$ cat config.mk
export PLATFORM = sky130hd
export DESIGN_NAME = tun_fifo
export DESIGN_NICKNAME = d
export VERILOG_FILES = /design/src/design/tun_pkg.sv /design/src/design/tun_fifo.sv
export SDC_FILE = /design/constraint.sdc
export NUM_CORES = 1
export LEC_CHECK = 0
export BUFFER_PORTS_ARGS = -buffer_cell sky130_fd_sc_hd__buf_4
export CAP_MARGIN = 0
export CORE_MARGIN = 2
export CORE_UTILIZATION = 45
export DETAILED_ROUTE_END_ITERATION = 10
export GPL_ROUTABILITY_DRIVEN = 0
export MAX_ROUTING_LAYER = met4
export PLACE_DENSITY = 0.7
export REMOVE_ABC_BUFFERS = 1
export SLEW_MARGIN = 30
export SYNTH_ARGS = -nofsm -noshare
export SYNTH_HDL_FRONTEND = slang
export SYNTH_SLANG_ARGS = --single-unit
$ cat constraint.sdc
create_clock -name clk_i -period 5.8 [get_ports clk_i]
set_input_delay 0.58 -clock clk_i [delete_from_list [all_inputs] [get_ports clk_i]]
set_output_delay 0.58 -clock clk_i [all_outputs]
set_load 0.01 [all_outputs]
$ cat src/design/tun_pkg.sv
// Shared constants and transaction types for the triangle unit normal block.
`timescale 1ns / 1ps
`default_nettype none
package tun_pkg;

  // Vertex coordinate width and normal fraction width.
  localparam int COORD_BITS       = 16;
  localparam int NORMAL_FRAC_BITS = 15;

  // Cross components are scaled down until the largest magnitude fits here.
  localparam int MAG_BITS   = 15;
  // Sum of three squared magnitudes.
  localparam int LEN_BITS   = 2 * MAG_BITS + 2;
  // The squared length is scaled up by this before the square root (root in Q.15).
  localparam int LEN_SHIFT  = 30;
  localparam int RAD_BITS   = LEN_BITS + LEN_SHIFT;
  localparam int ROOT_BITS  = RAD_BITS / 2;

  // Entries of the queue between front and back.
  localparam int QUEUE_DEPTH = 2;

  typedef struct packed {
    logic signed [COORD_BITS-1:0] vertex_a_x;
    logic signed [COORD_BITS-1:0] vertex_a_y;
    logic signed [COORD_BITS-1:0] vertex_a_z;
    logic signed [COORD_BITS-1:0] vertex_b_x;
    logic signed [COORD_BITS-1:0] vertex_b_y;
    logic signed [COORD_BITS-1:0] vertex_b_z;
    logic signed [COORD_BITS-1:0] vertex_c_x;
    logic signed [COORD_BITS-1:0] vertex_c_y;
    logic signed [COORD_BITS-1:0] vertex_c_z;
  } tun_in_t;

  typedef struct packed {
    logic signed [NORMAL_FRAC_BITS:0] normal_x;
    logic signed [NORMAL_FRAC_BITS:0] normal_y;
    logic signed [NORMAL_FRAC_BITS:0] normal_z;
    logic                             degenerate;
  } tun_out_t;

  // Scaled cross product magnitudes with their signs, as queued for the back end.
  typedef struct packed {
    logic [2:0][MAG_BITS-1:0] mag;
    logic [2:0]               neg;
    logic                     degenerate;
  } tun_job_t;

endpackage
`default_nettype wire

$ cat src/design/tun_fifo.sv
// Short queue of scaled cross products between front and back end.
`timescale 1ns / 1ps
`default_nettype none
module tun_fifo #(
  parameter int Depth = tun_pkg::QUEUE_DEPTH
) (
  input  logic              clk_i,
  input  logic              rst_ni,
  input  logic              push_i,
  input  tun_pkg::tun_job_t data_i,
  output logic              full_o,
  output logic              valid_o,
  output tun_pkg::tun_job_t data_o
);

  localparam int PtrW = (Depth > 1) ? $clog2(Depth) : 1;
  localparam int CntW = $clog2(Depth + 1);

  tun_pkg::tun_job_t mem_q [Depth];
  logic [PtrW-1:0]   wr_q, rd_q;
  logic [CntW-1:0]   cnt_q;
  logic              pop;

  // The back end never stalls: drain one entry whenever any is held.
  assign pop     = (cnt_q != '0);
  assign valid_o = pop;
  assign data_o  = mem_q[rd_q];
  assign full_o  = (cnt_q == CntW'(Depth));

  always_ff @(posedge clk_i or negedge rst_ni) begin
    if (!rst_ni) begin
      wr_q  <= '0;
      rd_q  <= '0;
      cnt_q <= '0;
    end else begin
      if (push_i) begin
        wr_q <= (wr_q == PtrW'(Depth - 1)) ? '0 : wr_q + 1'b1;
      end
      if (pop) begin
        rd_q <= (rd_q == PtrW'(Depth - 1)) ? '0 : rd_q + 1'b1;
      end
      cnt_q <= cnt_q + CntW'(push_i) - CntW'(pop);
    end
  end

  always_ff @(posedge clk_i) begin
    if (push_i) begin
      mem_q[wr_q] <= data_i;
    end
  end

endmodule
`default_nettype wire

==> Word level (Yosys, flattened, before mapping) <==
Memories as Yosys holds them, arrays and structs flattened.
Index checks and enable logic that the tools add are counted.
W data, S select, Z words.
{ "word_totals": {"mem_count": 1, "input_bits": 52, "register_bits": 4, "word_cells": 14, "mem_bits_rw": 98, "out_inout_bits": 51} }
{ "mem_list": {"columns": ["name", "depth", "word_bits", "read_ports", "rd_clocked_by_memory_dff", "wr", "line_no", "rtl"], "rows": [
  ["mem_q", 2, 49, 1, 0, 1, "tun_fifo.sv:19", "tun_pkg::tun_job_t mem_q [Depth];"]
]} }
{ "op_classes": {"muxes": 4, "reduce_logical": 1, "eq_ne": 1, "add_sub_neg": 4} }
{ "op_table": {"columns": ["operator", "count"], "rows": [
  ["$mux W1", 4],
  ["$add A1 B1 Y1 const B", 2],
  ["$add A2 B1 Y2", 1],
  ["$eq A2 B2 Y1 const B", 1],
  ["$reduce_bool A2 Y1", 1],
  ["$sub A2 B1 Y2", 1]
]} }

==> Logic depth before layout (Yosys ltp) <==
Gate-level depths: netlist (run 1).
{ "logic_depth": {"word_depth": 2, "mapped_depth": 3, "depth_no_buf": 3} }

==> Worst setup path before layout (run 1) <==
OpenSTA, ideal clock, no wires.
{ "synth_path": {"path_type": "input port to flip-flop", "start": "input port push_i", "end": "memory mem_q[0][0] (netlist bit) (enable)", "stages": 1, "path_slack_ns": 2.585, "arrival_ns": 2.754, "path_buffers": 0, "cell_sequence": "nor2b_1"} }
{ "synth_between": {"elab_chain_len": 2} }
{ "synth_rtl": {"columns": ["element", "line_no", "rtl"], "rows": [
  ["start: declaration", "tun_fifo.sv:9", "input logic push_i,"],
  ["$mux W1", "tun_fifo.sv:47", "if (push_i) begin"],
  ["$mux W1 (implied by the code)", "tun_fifo.sv:48", "mem_q[wr_q] <= data_i;"],
  ["end: declaration", "tun_fifo.sv:19", null]
]} }
Every way passes these cells.

==> results by group, run 1 <==
Run status
  • Status: completed

Finish
  • Final std cells w/o fill: 390
  • Antenna Cells: 0
  • Most frequent cells in the layout: 104 x buf_4, 98 x edfxtp_1, 49 x mux2_4
  • Final #Nets: 330
  • Fillers: 653
  • Commonest non-fill, non-tap cell in the layout: buf_4
  • Area Overhead vs Synth: 25.1%
  • Share of layout cells above drive strength 1: 60.3%

Synthesis
  • Yosys reg bits: 102
  • Sequential share of the synthesized area: 76.8%
  • Cell Area, Synth: 3960 sq um
  • Syn avg cell area: 23.7 sq um
  • Post-Syn Instances: 167
  • YS warnings: 0
  • Post-synth cell types: 12

STA
  • Max Fclk: 0.399 GHz
  • Setup violations, final: 0
  • Period utilisation layout: 43.2%
  • Setup_tns: 0 ps
  • Final hold viol count: 0
  • Worst setup margin: 3290 ps
  • RSZ-0062 raised after global routing: no
  • Final slew viol count: 0
  • Worst Tran Pin Value: 937 ps
  • Fin Clk Skew: 7.03 ps
  • Hold_ws: 410 ps
  • Slew margin rel.: 37.5%
  • Post-layout min period: 2510 ps

Job
  • Max-cap violations: 0

Global routing
  • Gr ovfl total: 0
  • First-pass GRT wire length: 9650 um
  • Total GRT Usage: 13.4%
  • Vias in the first global route: 1985
  • Initial antenna violation count: 0
  • Pin count of the biggest net entering global routing: 51

Placement
  • Placed cell count: 373
  • IO buf count: 102
  • DP Worst Slack: 3630 ps
  • Dpl hpwl: 4010 um

Clock network
  • CTS Sinks: 102
  • Root buf cell: clkbuf_8
  • Clk Latency, worst-skew pair: 340 ps
  • CTS tree: yes
  • Reg clk slew, reported paths: 90 ps
  • CTS max path bufs: 2
  • CTS Buf Count: 9
  • H-tree Lvls: 3

Worst setup path
  • Crit-path cells: mux2_4 > buf_4
  • Worst Setup Start Kind: flip-flop
  • Crit path max fanout: 50
  • CP endpoint kind: primary output
  • Slowest CP cell: dfrtp_4
  • CP Class: reg -> out
  • CP Data Required Time: 5220 ps
  • Crit-path max cell delay: 1050 ps
  • Worst EP arrival: 1930 ps

Detailed routing
  • Vias: 1830
  • Vias per Instance: 4.69
  • Remaining antenna violation count after routing: 0
  • Residual DRC: 0
  • Wire length per cell: 15.7 um
  • WL final: 6110 um
  • Initial DRC Count: 76
  • DRT Pass-1 Iters: 3

Floorplan
  • Chip width: 97.9 um
  • I/O pin total: 103
  • Core Area: 8640 sq um
  • Starting Density: 45.9%
  • Die Footprint: 9580 sq um
  • Std cell rows: 34
  • Die H: 97.9 um

Pwr
  • Cell area power density: 442 nW/um^2
  • Static Leak: 2.00 nW
  • Power Total: 2.19 mW
  • Peak supply drop: 0.000296 V

Worst hold path
  • HP Class: in -> reg
==> final timing paths <==
check	start	to	slack, ps	depth (start not counted)
min in group asynchronous	rst_ni	cnt_q[0]	560	2
max in group asynchronous	rst_ni	rd_q	5130	2
max	rd_q	data_o[10]	3290	2
min reg2reg	wr_q	wr_q	560	1
max reg2reg	wr_q	mem_q[0][31]	4060	2
min	data_i[24]	mem_q[1][24]	410	1
==> per-stage QoR <==
step	utilization (%)	area, sq um
after CTS	57.4	4960
after global routing	57.4	4960
after global placement	55.4	4780
after floorplan	-	3850
after detailed placement	55.4	4780
final	57.4	4960
==> cell usage after synthesis <==
master    number  share of area [%]
edfxtp_1      98                 74
mux2_4        49                 19
buf_12         5                2.5
dfrtp_1        4                2.5
nor2b_1        3               0.47
xor2_1         2               0.44
and2_1         1               0.16
buf_6          1               0.28
ha_1           1               0.32
nand2_1        1              0.095
or2_2          1               0.16
xnor2_1        1               0.22
==> cells by family (layout without fill, tap and decap cells) <==
kind of cell / after synthesis / count (layout) / share of synthesized area (%)
DFF: 102 / 102 / 76.8
xor gates and xnor gates: 3 / 3 / 0.663
muxes: 49 / 49 / 18.6
and+or+nand+nor: 6 / 6 / 0.884
buffers and inverters: 6 / 121 / 2.81
adders and majority gates: 1 / 1 / 0.316
==> critical path: cells and delay by family, from the launching register on <==
family,cells,cell delay [ps]
buf+inv,1,140
flops,1,1050
mux,1,360
==> area by class of cell <==
class                      instances  area [sq um]  area share (%)
timing repair buffer             105           791            16.0
clock inverter                     5          35.0           0.707
clock buffer                      11           131            2.65
multi-input combinational         59           818            16.5
tap                              108           135            2.73
sequential                       102          3050            61.5
==> registers in the layout, indices dropped and copies added (netlist names) <==
register and cells:
cnt_q 2, rd_q 1, mem_q 98, wr_q 1
==> power by group <==
part | internal (mW) | switching [mW] | leakage, nW | total, mW
sequential | 0.972 | 0.128 | 0.968 | 1.10
clock | 0.157 | 0.221 | 0.0853 | 0.379
combinational | 0.452 | 0.261 | 0.947 | 0.712
==> what timing repair did <==
item | CTS | global route
setup buffers | 0 | 0
resized for setup | 0 | 0
hold endpoints to repair | 4 | 0
hold buffers | 1 | 0
==> layer usage <==
metal,part of all wire (%),track usage (%),wire (um),vias to the layer above
met1,43,16.9,2640,878
met3,8.0,4.01,492,5
met4,0.65,5.13,40,0
met2,48,20.7,2940,74
met5,0,-,0,-
li1,-,-,-,873
No activity file was read; power rests on OpenSTA's default activity.
==> run 2, diff against run 1 <==
--- a/config.mk
+++ b/config.mk
@@ -12,7 +12,7 @@
 export DETAILED_ROUTE_END_ITERATION = 10
 export GPL_ROUTABILITY_DRIVEN = 0
 export MAX_ROUTING_LAYER = met4
-export PLACE_DENSITY = 0.7
+export PLACE_DENSITY = 0.72
 export REMOVE_ABC_BUFFERS = 1
 export SLEW_MARGIN = 30
 export SYNTH_ARGS = -nofsm -noshare
==> constraint.sdc (replaced) <==
create_clock -name clk_i -period 2.2 [get_ports clk_i]
set_input_delay 0.22 -clock clk_i [delete_from_list [all_inputs] [get_ports clk_i]]
set_output_delay 0.22 -clock clk_i [all_outputs]
set_load 0.01 [all_outputs]
==> run 2 against run 1 <==
Global-route usage grew 0.52 points. Utilization grew 1.2 points. Sequential share of layout area shrank 1.3 points. Combinational power grew to 3.0 times the previous value. Critical path depth grew 1. Sequential power grew 150%. Setup slack lost 3000 ps. Clock skew shrank 1.1 ps. Cell count grew 0.51%. Via count grew 2.9%. Critical path type unchanged. Largest power group unchanged. Highest routed layer unchanged.
==> results by group, run 2 (synthesis results as in run 1) <==
Run status
  • Status: completed

Detailed routing
  • Vias per Instance: 4.80 (+2.4%)
  • Residual DRC: 0 (unchanged)
  • WL final: 6340 um (+3.6%)
  • Wire length per cell: 16.2 um (+3.1%)
  • WL met3: 364 um (-26%)
  • WL met2: 3180 um (+8.2%)
  • Initial DRC Count: 45 (-41%)
  • Vias: 1883 (+2.9%)
  • Top Layer Used: met4
  • Wl on met1: 2710 um (+2.7%)
  • DRT Pass-1 Iters: 4 (+1)
  • Remaining antenna violation count after routing: 0 (unchanged)

Finish
  • Final #Nets: 333 (+0.91%)
  • Share of layout cells above drive strength 1: 61.3% (+0.98 points)
  • Antenna Cells: 0 (unchanged)
  • Most frequent cells in the layout: 104 x buf_4, 98 x edfxtp_1, 49 x mux2_4
  • Commonest non-fill, non-tap cell in the layout: buf_4
  • Max FFs per register: 98 (unchanged)
  • Area Overhead vs Synth: 27.7%
  • Largest regs: mem_q x98, cnt_q x2
  • Top reg by flops: mem_q
  • Final Instance Area: 5060 sq um (+2.1%)
  • Fillers: 639 (-2.1%)

Pwr
  • Cell area power density: 1200 nW/um^2 (+170%)
  • Sequential Power Share: 44.9% (-5.3 points)
  • Switching Share: 26.8% (-0.99 points)
  • Combinational share of power: 34.9% (+2.4 points)
  • Net Switching: 1.63 mW (+170%)
  • Cell Int Power: 4.45 mW (+180%)
  • Power Total: 6.09 mW (+180%)
  • Peak supply drop: 0.000655 V (+120%)
  • Static Leak: 2.05 nW (+2.4%)
  • Clock power share: 20.2% (+2.9 points)

Global routing
  • Vias in the first global route: 2033 (+2.4%)
  • Initial antenna violation count: 0 (unchanged)
  • First-pass GRT wire length: 9740 um (+0.85%)
  • Total GRT Usage: 14.0% (+0.52 points)
  • Gr ovfl total: 0 (unchanged)
  • Pin count of the biggest net entering global routing: 39 (-24%)

Worst setup path
  • CP delay by family, top: flip-flops
  • Worst path bufs/invs: 2 (+1)
  • CP Class: reg -> out
  • CP endpoint kind: primary output
  • Crit path max fanout: 16 (-68%)
  • Worst EP arrival: 1710 ps (-220 ps)
  • CP Data Required Time: 1980 ps (-3240 ps)
  • Crit-path cells: buf_4 > mux2_4 > buf_4
  • Worst Setup Start Kind: flip-flop
  • Crit-path max cell delay: 620 ps (-430 ps)
  • Most common cell on crit path: buf_4
  • Slowest CP cell: dfrtp_4

Job
  • Max-cap violations: 0 (unchanged)

STA
  • Final slew viol count: 0 (unchanged)
  • Slew margin rel.: 72.2% (+35 points)
  • Hold_ws: 48.0 ps (-362 ps)
  • Final hold viol count: 0 (unchanged)
  • Worst Tran Pin Value: 416 ps (-521 ps)
  • Setup violations, final: 0 (unchanged)
  • Fin Clk Skew: 5.98 ps (-1.05 ps)
  • Max Fclk: 0.518 GHz
  • RSZ-0062 raised after global routing: no
  • Period utilisation layout: 87.7%
  • Post-layout min period: 1930 ps

Clock network
  • CTS tree: yes
  • Clk Latency, worst-skew pair: 350 ps (about the same)
  • Root buf cell: clkbuf_8
  • CTS Sinks: 102 (unchanged)
  • H-tree Lvls: 3 (unchanged)
  • CTS Buf Count: 9 (unchanged)
  • Setup Buffers After CTS: 0 (unchanged)
  • CTS max path bufs: 2 (unchanged)
  • Reg clk slew, reported paths: 90 ps (about the same)

Floorplan
  • Starting Density: 45.9% (unchanged)
  • Std cell rows: 34 (unchanged)
  • Core Area: 8640 sq um (unchanged)
  • Die Footprint: 9580 sq um (unchanged)
  • Die H: 97.9 um (unchanged)
  • I/O pin total: 103 (unchanged)
  • Chip width: 97.9 um (unchanged)

Placement
  • IO buf count: 102 (unchanged)
  • Dpl hpwl: 4260 um (+6.2%)
  • Post-placement cell area: 4840 sq um (+1.3%)

Worst hold path
  • HP Class: in -> reg
==> run 2: area by class of cell <==
class	instances	area, sq um	share of cell area, %
clock buffer	10	128	2.52
tap	108	135	2.67
sequential	102	3050	60.2
multi-input combinational	59	818	16.2
timing repair buffer	108	851	16.8
clock inverter	5	82.6	1.63
==> run 2: worst reg2reg max path, delay by kind of cell, from the launching register on <==
kind | cells | cell delay (ps)
buffers and inverters | 1 | 300
flip-flops | 1 | 430
AND/OR/NAND/NOR | 1 | 380
==> run 2: layer usage <==
metal,vias to the layer above,track usage [%]
met5,-,-
met4,0,6.09
met3,8,3.44
met2,72,22.6
met1,929,16.7
li1,874,-
==> run 2: timing repair <==
| item | CTS | global route |
|---|---|---|
| hold buffers | 1 | 0 |
| endpoints found under the hold margin | 4 | 0 |
| resized for setup | 0 | 0 |
==> run 2: final timing paths <==
check	start	end	slack [ps]	cells past startpoint
min reg2reg	wr_q	wr_q	540	1
max in group asynchronous	rst_ni	rd_q	1890	2
min in group asynchronous	rst_ni	cnt_q[1]	190	2
max reg2reg	wr_q	mem_q[0][9]	760	2
min	data_i[40]	mem_q[1][40]	50	1
max	rd_q	data_o[21]	270	3
==> run 2: power by group through the flow <==
stage / Clock (mW) / Sequential, mW / Combinational, mW
finish: 1.23 / 2.73 / 2.12
global route: 1.33 / 2.77 / 2.27
CTS: 1.27 / 2.74 / 2.16
detailed placement: 0 / 2.79 / 2.15
global placement: 0 / 2.77 / 2.14
floorplan: 0 / 2.88 / 1.19
==> run 2: metrics by stage <==
step | cells | setup slack [ps] | setup TNS (ps) | util [%]
after detailed placement | 376 | 641 | 0 | 56.1
final | 392 | 270 | 0 | 58.6
after CTS | 392 | 240 | 0 | 58.6
after global placement | 376 | 643 | 0 | 56.1
after floorplan | 161 | -850 | -57270 | -
after global routing | 392 | 194 | 0 | 58.6
==> run 3, diff against run 2 <==
--- a/config.mk
+++ b/config.mk
@@ -12,7 +12,7 @@
 export DETAILED_ROUTE_END_ITERATION = 10
 export GPL_ROUTABILITY_DRIVEN = 0
 export MAX_ROUTING_LAYER = met4
-export PLACE_DENSITY = 0.72
+export PLACE_DENSITY = 0.7
 export REMOVE_ABC_BUFFERS = 1
 export SLEW_MARGIN = 30
 export SYNTH_ARGS = -nofsm -noshare
==> constraint.sdc (replaced) <==
create_clock -name clk_i -period 2.3 [get_ports clk_i]
set_input_delay 0.23 -clock clk_i [delete_from_list [all_inputs] [get_ports clk_i]]
set_output_delay 0.23 -clock clk_i [all_outputs]
set_load 0.01 [all_outputs]
==> run 3 against run 2 <==
Via count down 1.9%. Die area unchanged. Highest routed layer unchanged. Critical path type unchanged. Setup slack better by 44 ps. First-iteration DRC count up 51%. Combinational power down 5%. Global-route usage down 0.095 points.
==> results by group, run 3 (synthesis results as in run 1) <==
Detailed routing
  • DRT Pass-1 Iters: 2 (-2)
  • Vias: 1848 (-1.9%)
  • Wl on met1: 2630 um (-3.0%)
  • Residual DRC: 0 (unchanged)
  • Top Layer Used: met4
  • Remaining antenna violation count after routing: 0 (unchanged)
  • WL met2: 3050 um (-4.3%)
  • WL met3: 489 um (+34%)
  • Vias per Instance: 4.70 (-2.1%)
  • Initial DRC Count: 68 (+51%)
  • WL final: 6230 um (-1.6%)
  • Wire length per cell: 15.9 um (-1.9%)

Finish
  • Share of layout cells above drive strength 1: 61.8% (+0.49 points)
  • Antenna Cells: 0 (unchanged)
  • Area Overhead vs Synth: 28.0%
  • Largest regs: mem_q x98, cnt_q x2
  • Max FFs per register: 98 (unchanged)
  • Post-Route Utilization: 58.7% (+0.13 points)
  • Fillers: 652 (+2.0%)
  • Top reg by flops: mem_q
  • Most frequent cells in the layout: 104 x buf_4, 98 x edfxtp_1, 49 x mux2_4
  • Final #Nets: 333 (unchanged)
  • Commonest non-fill, non-tap cell in the layout: buf_4

STA
  • Setup violations, final: 0 (unchanged)
  • RSZ-0062 raised after global routing: no
  • Max Fclk: 0.504 GHz
  • Worst Tran Pin Value: 491 ps (+75.7 ps)
  • Setup_tns: 0 ps (unchanged)
  • Fin Clk Skew: 16.4 ps (+10.4 ps)
  • Period utilisation layout: 86.3%
  • Final hold viol count: 0 (unchanged)
  • Hold_ws: 41.3 ps (-6.71 ps)
  • Final slew viol count: 0 (unchanged)
  • Post-layout min period: 1990 ps
  • Worst setup margin: 314 ps (+44.2 ps)
  • Slew margin rel.: 67.2% (-5.1 points)

Worst setup path
  • CP endpoint kind: primary output
  • Slowest CP cell: dfrtp_4
  • Crit-path max cell delay: 640 ps (+20 ps)
  • Worst R2R Start: wr_q
  • Worst Setup Start Kind: flip-flop
  • CP Data Required Time: 2070 ps (+90 ps)
  • Crit-path cells: buf_12 > mux2_4 > buf_4
  • Crit path max fanout: 26 (+10)
  • CP Class: reg -> out
  • Worst setup startpoint: rd_q
  • Worst EP arrival: 1760 ps (+50 ps)

Pwr
  • Static Leak: 2.05 nW (about the same)
  • Cell Int Power: 4.26 mW (-4.4%)
  • Sequential Power Share: 44.8% (about the same)
  • Net Switching: 1.59 mW (-2.9%)
  • Switching Share: 27.2% (+0.31 points)
  • Peak supply drop: 0.000556 V (-15%)
  • Clock power share: 20.7% (+0.5 points)
  • Cell area power density: 1150 nW/um^2 (-4.2%)
  • Power Total: 5.85 mW (-4.0%)
  • Combinational share of power: 34.5% (-0.4 points)

Floorplan
  • Chip width: 97.9 um (unchanged)
  • I/O pin total: 103 (unchanged)
  • Std cell rows: 34 (unchanged)
  • Die H: 97.9 um (unchanged)
  • Die Footprint: 9580 sq um (unchanged)
  • Core Area: 8640 sq um (unchanged)
  • Starting Density: 45.9% (unchanged)

Clock network
  • Reg clk slew, reported paths: 110 ps (+20 ps)
  • Root buf cell: clkbuf_8
  • CTS tree: yes
  • H-tree Lvls: 3 (unchanged)
  • CTS max path bufs: 2 (unchanged)
  • CTS Sinks: 102 (unchanged)
  • CTS Buf Count: 9 (unchanged)
  • Clk Latency, worst-skew pair: 360 ps (about the same)

Placement
  • IO buf count: 102 (unchanged)
  • Dpl hpwl: 4220 um (-0.83%)
  • DP Worst Slack: 678 ps (+37.6 ps)

Global routing
  • Vias in the first global route: 1997 (-1.8%)
  • Initial antenna violation count: 0 (unchanged)
  • Total GRT Usage: 13.9% (-0.095 points)
  • Pin count of the biggest net entering global routing: 36 (-7.7%)
  • Gr ovfl total: 0 (unchanged)
  • First-pass GRT wire length: 9890 um (+1.6%)

Run status
  • Status: completed

Worst hold path
  • Source of the worst hold timing path: data_i[4]
  • HP Class: in -> reg

Job
  • Max-cap violations: 0 (unchanged)
-- run 3: cell types whose count changed in the layout (fill, tap and decap cells not counted), sizes merged --
cell	change
clkbuf	-1
clkinvlp	+2
clkinv	+1
inv	-1
-- run 3: stage by stage --
stage               cell area [sq um]  cells
floorplan                        3850    161
global placement                 4840    376
detailed placement               4840    376
CTS                              5070    393
global route                     5070    393
finish                           5070    393
-- run 3: what timing repair did --
item,4_1_cts,5_1_grt
hold buffers,1,0
endpoints found under the hold margin,4,0
setup buffers,0,0
resized for setup,0,0
-- run 3: layout make-up --
cell class                      instances  area (sq um)  area share [%]
Clock buffer                            9           124            2.44
Clock inverter                          7          97.6            1.92
Multi-Input combinational cell         59           818            16.1
Sequential cell                       102          3050            60.1
Tap cell                              108           135            2.66
Timing Repair Buffer                  108           851            16.8
-- run 3: power groups by stage --
stage               sequential, mW  clock (mW)  combinational [mW]
floorplan                     2.75           0                1.14
global placement              2.65           0                2.04
finish                        2.62        1.21                2.02
detailed placement            2.67           0                2.05
CTS                           2.63        1.23                2.06
global route                  2.66        1.32                2.16
-- run 3: worst paths after layout --
check | endpoint | slack [ps] | cells after the start
hold reg to reg | wr_q | 540 | 1
hold / removal | mem_q[0][4] | 40 | 1
max in group asynchronous | rd_q | 1950 | 2
setup reg to reg | mem_q[1][29] | 800 | 2
min in group asynchronous | wr_q | 240 | 2
setup / recovery | data_o[39] | 310 | 3
-- run 3: worst max-delay path, delay by kind of cell, from the launching register on --
family,cells,cell delay (ps)
buffers and inverters,2,420
multiplexers,1,330
flip-flops,1,640
-- run 3: layer usage --
| layer | track usage [%] | vias up |
|---|---|---|
| met5 | - | - |
| met4 | 5.13 | 0 |
| met3 | 4.37 | 7 |
| met2 | 21.4 | 71 |
| met1 | 17.3 | 897 |
| li1 | - | 873 |
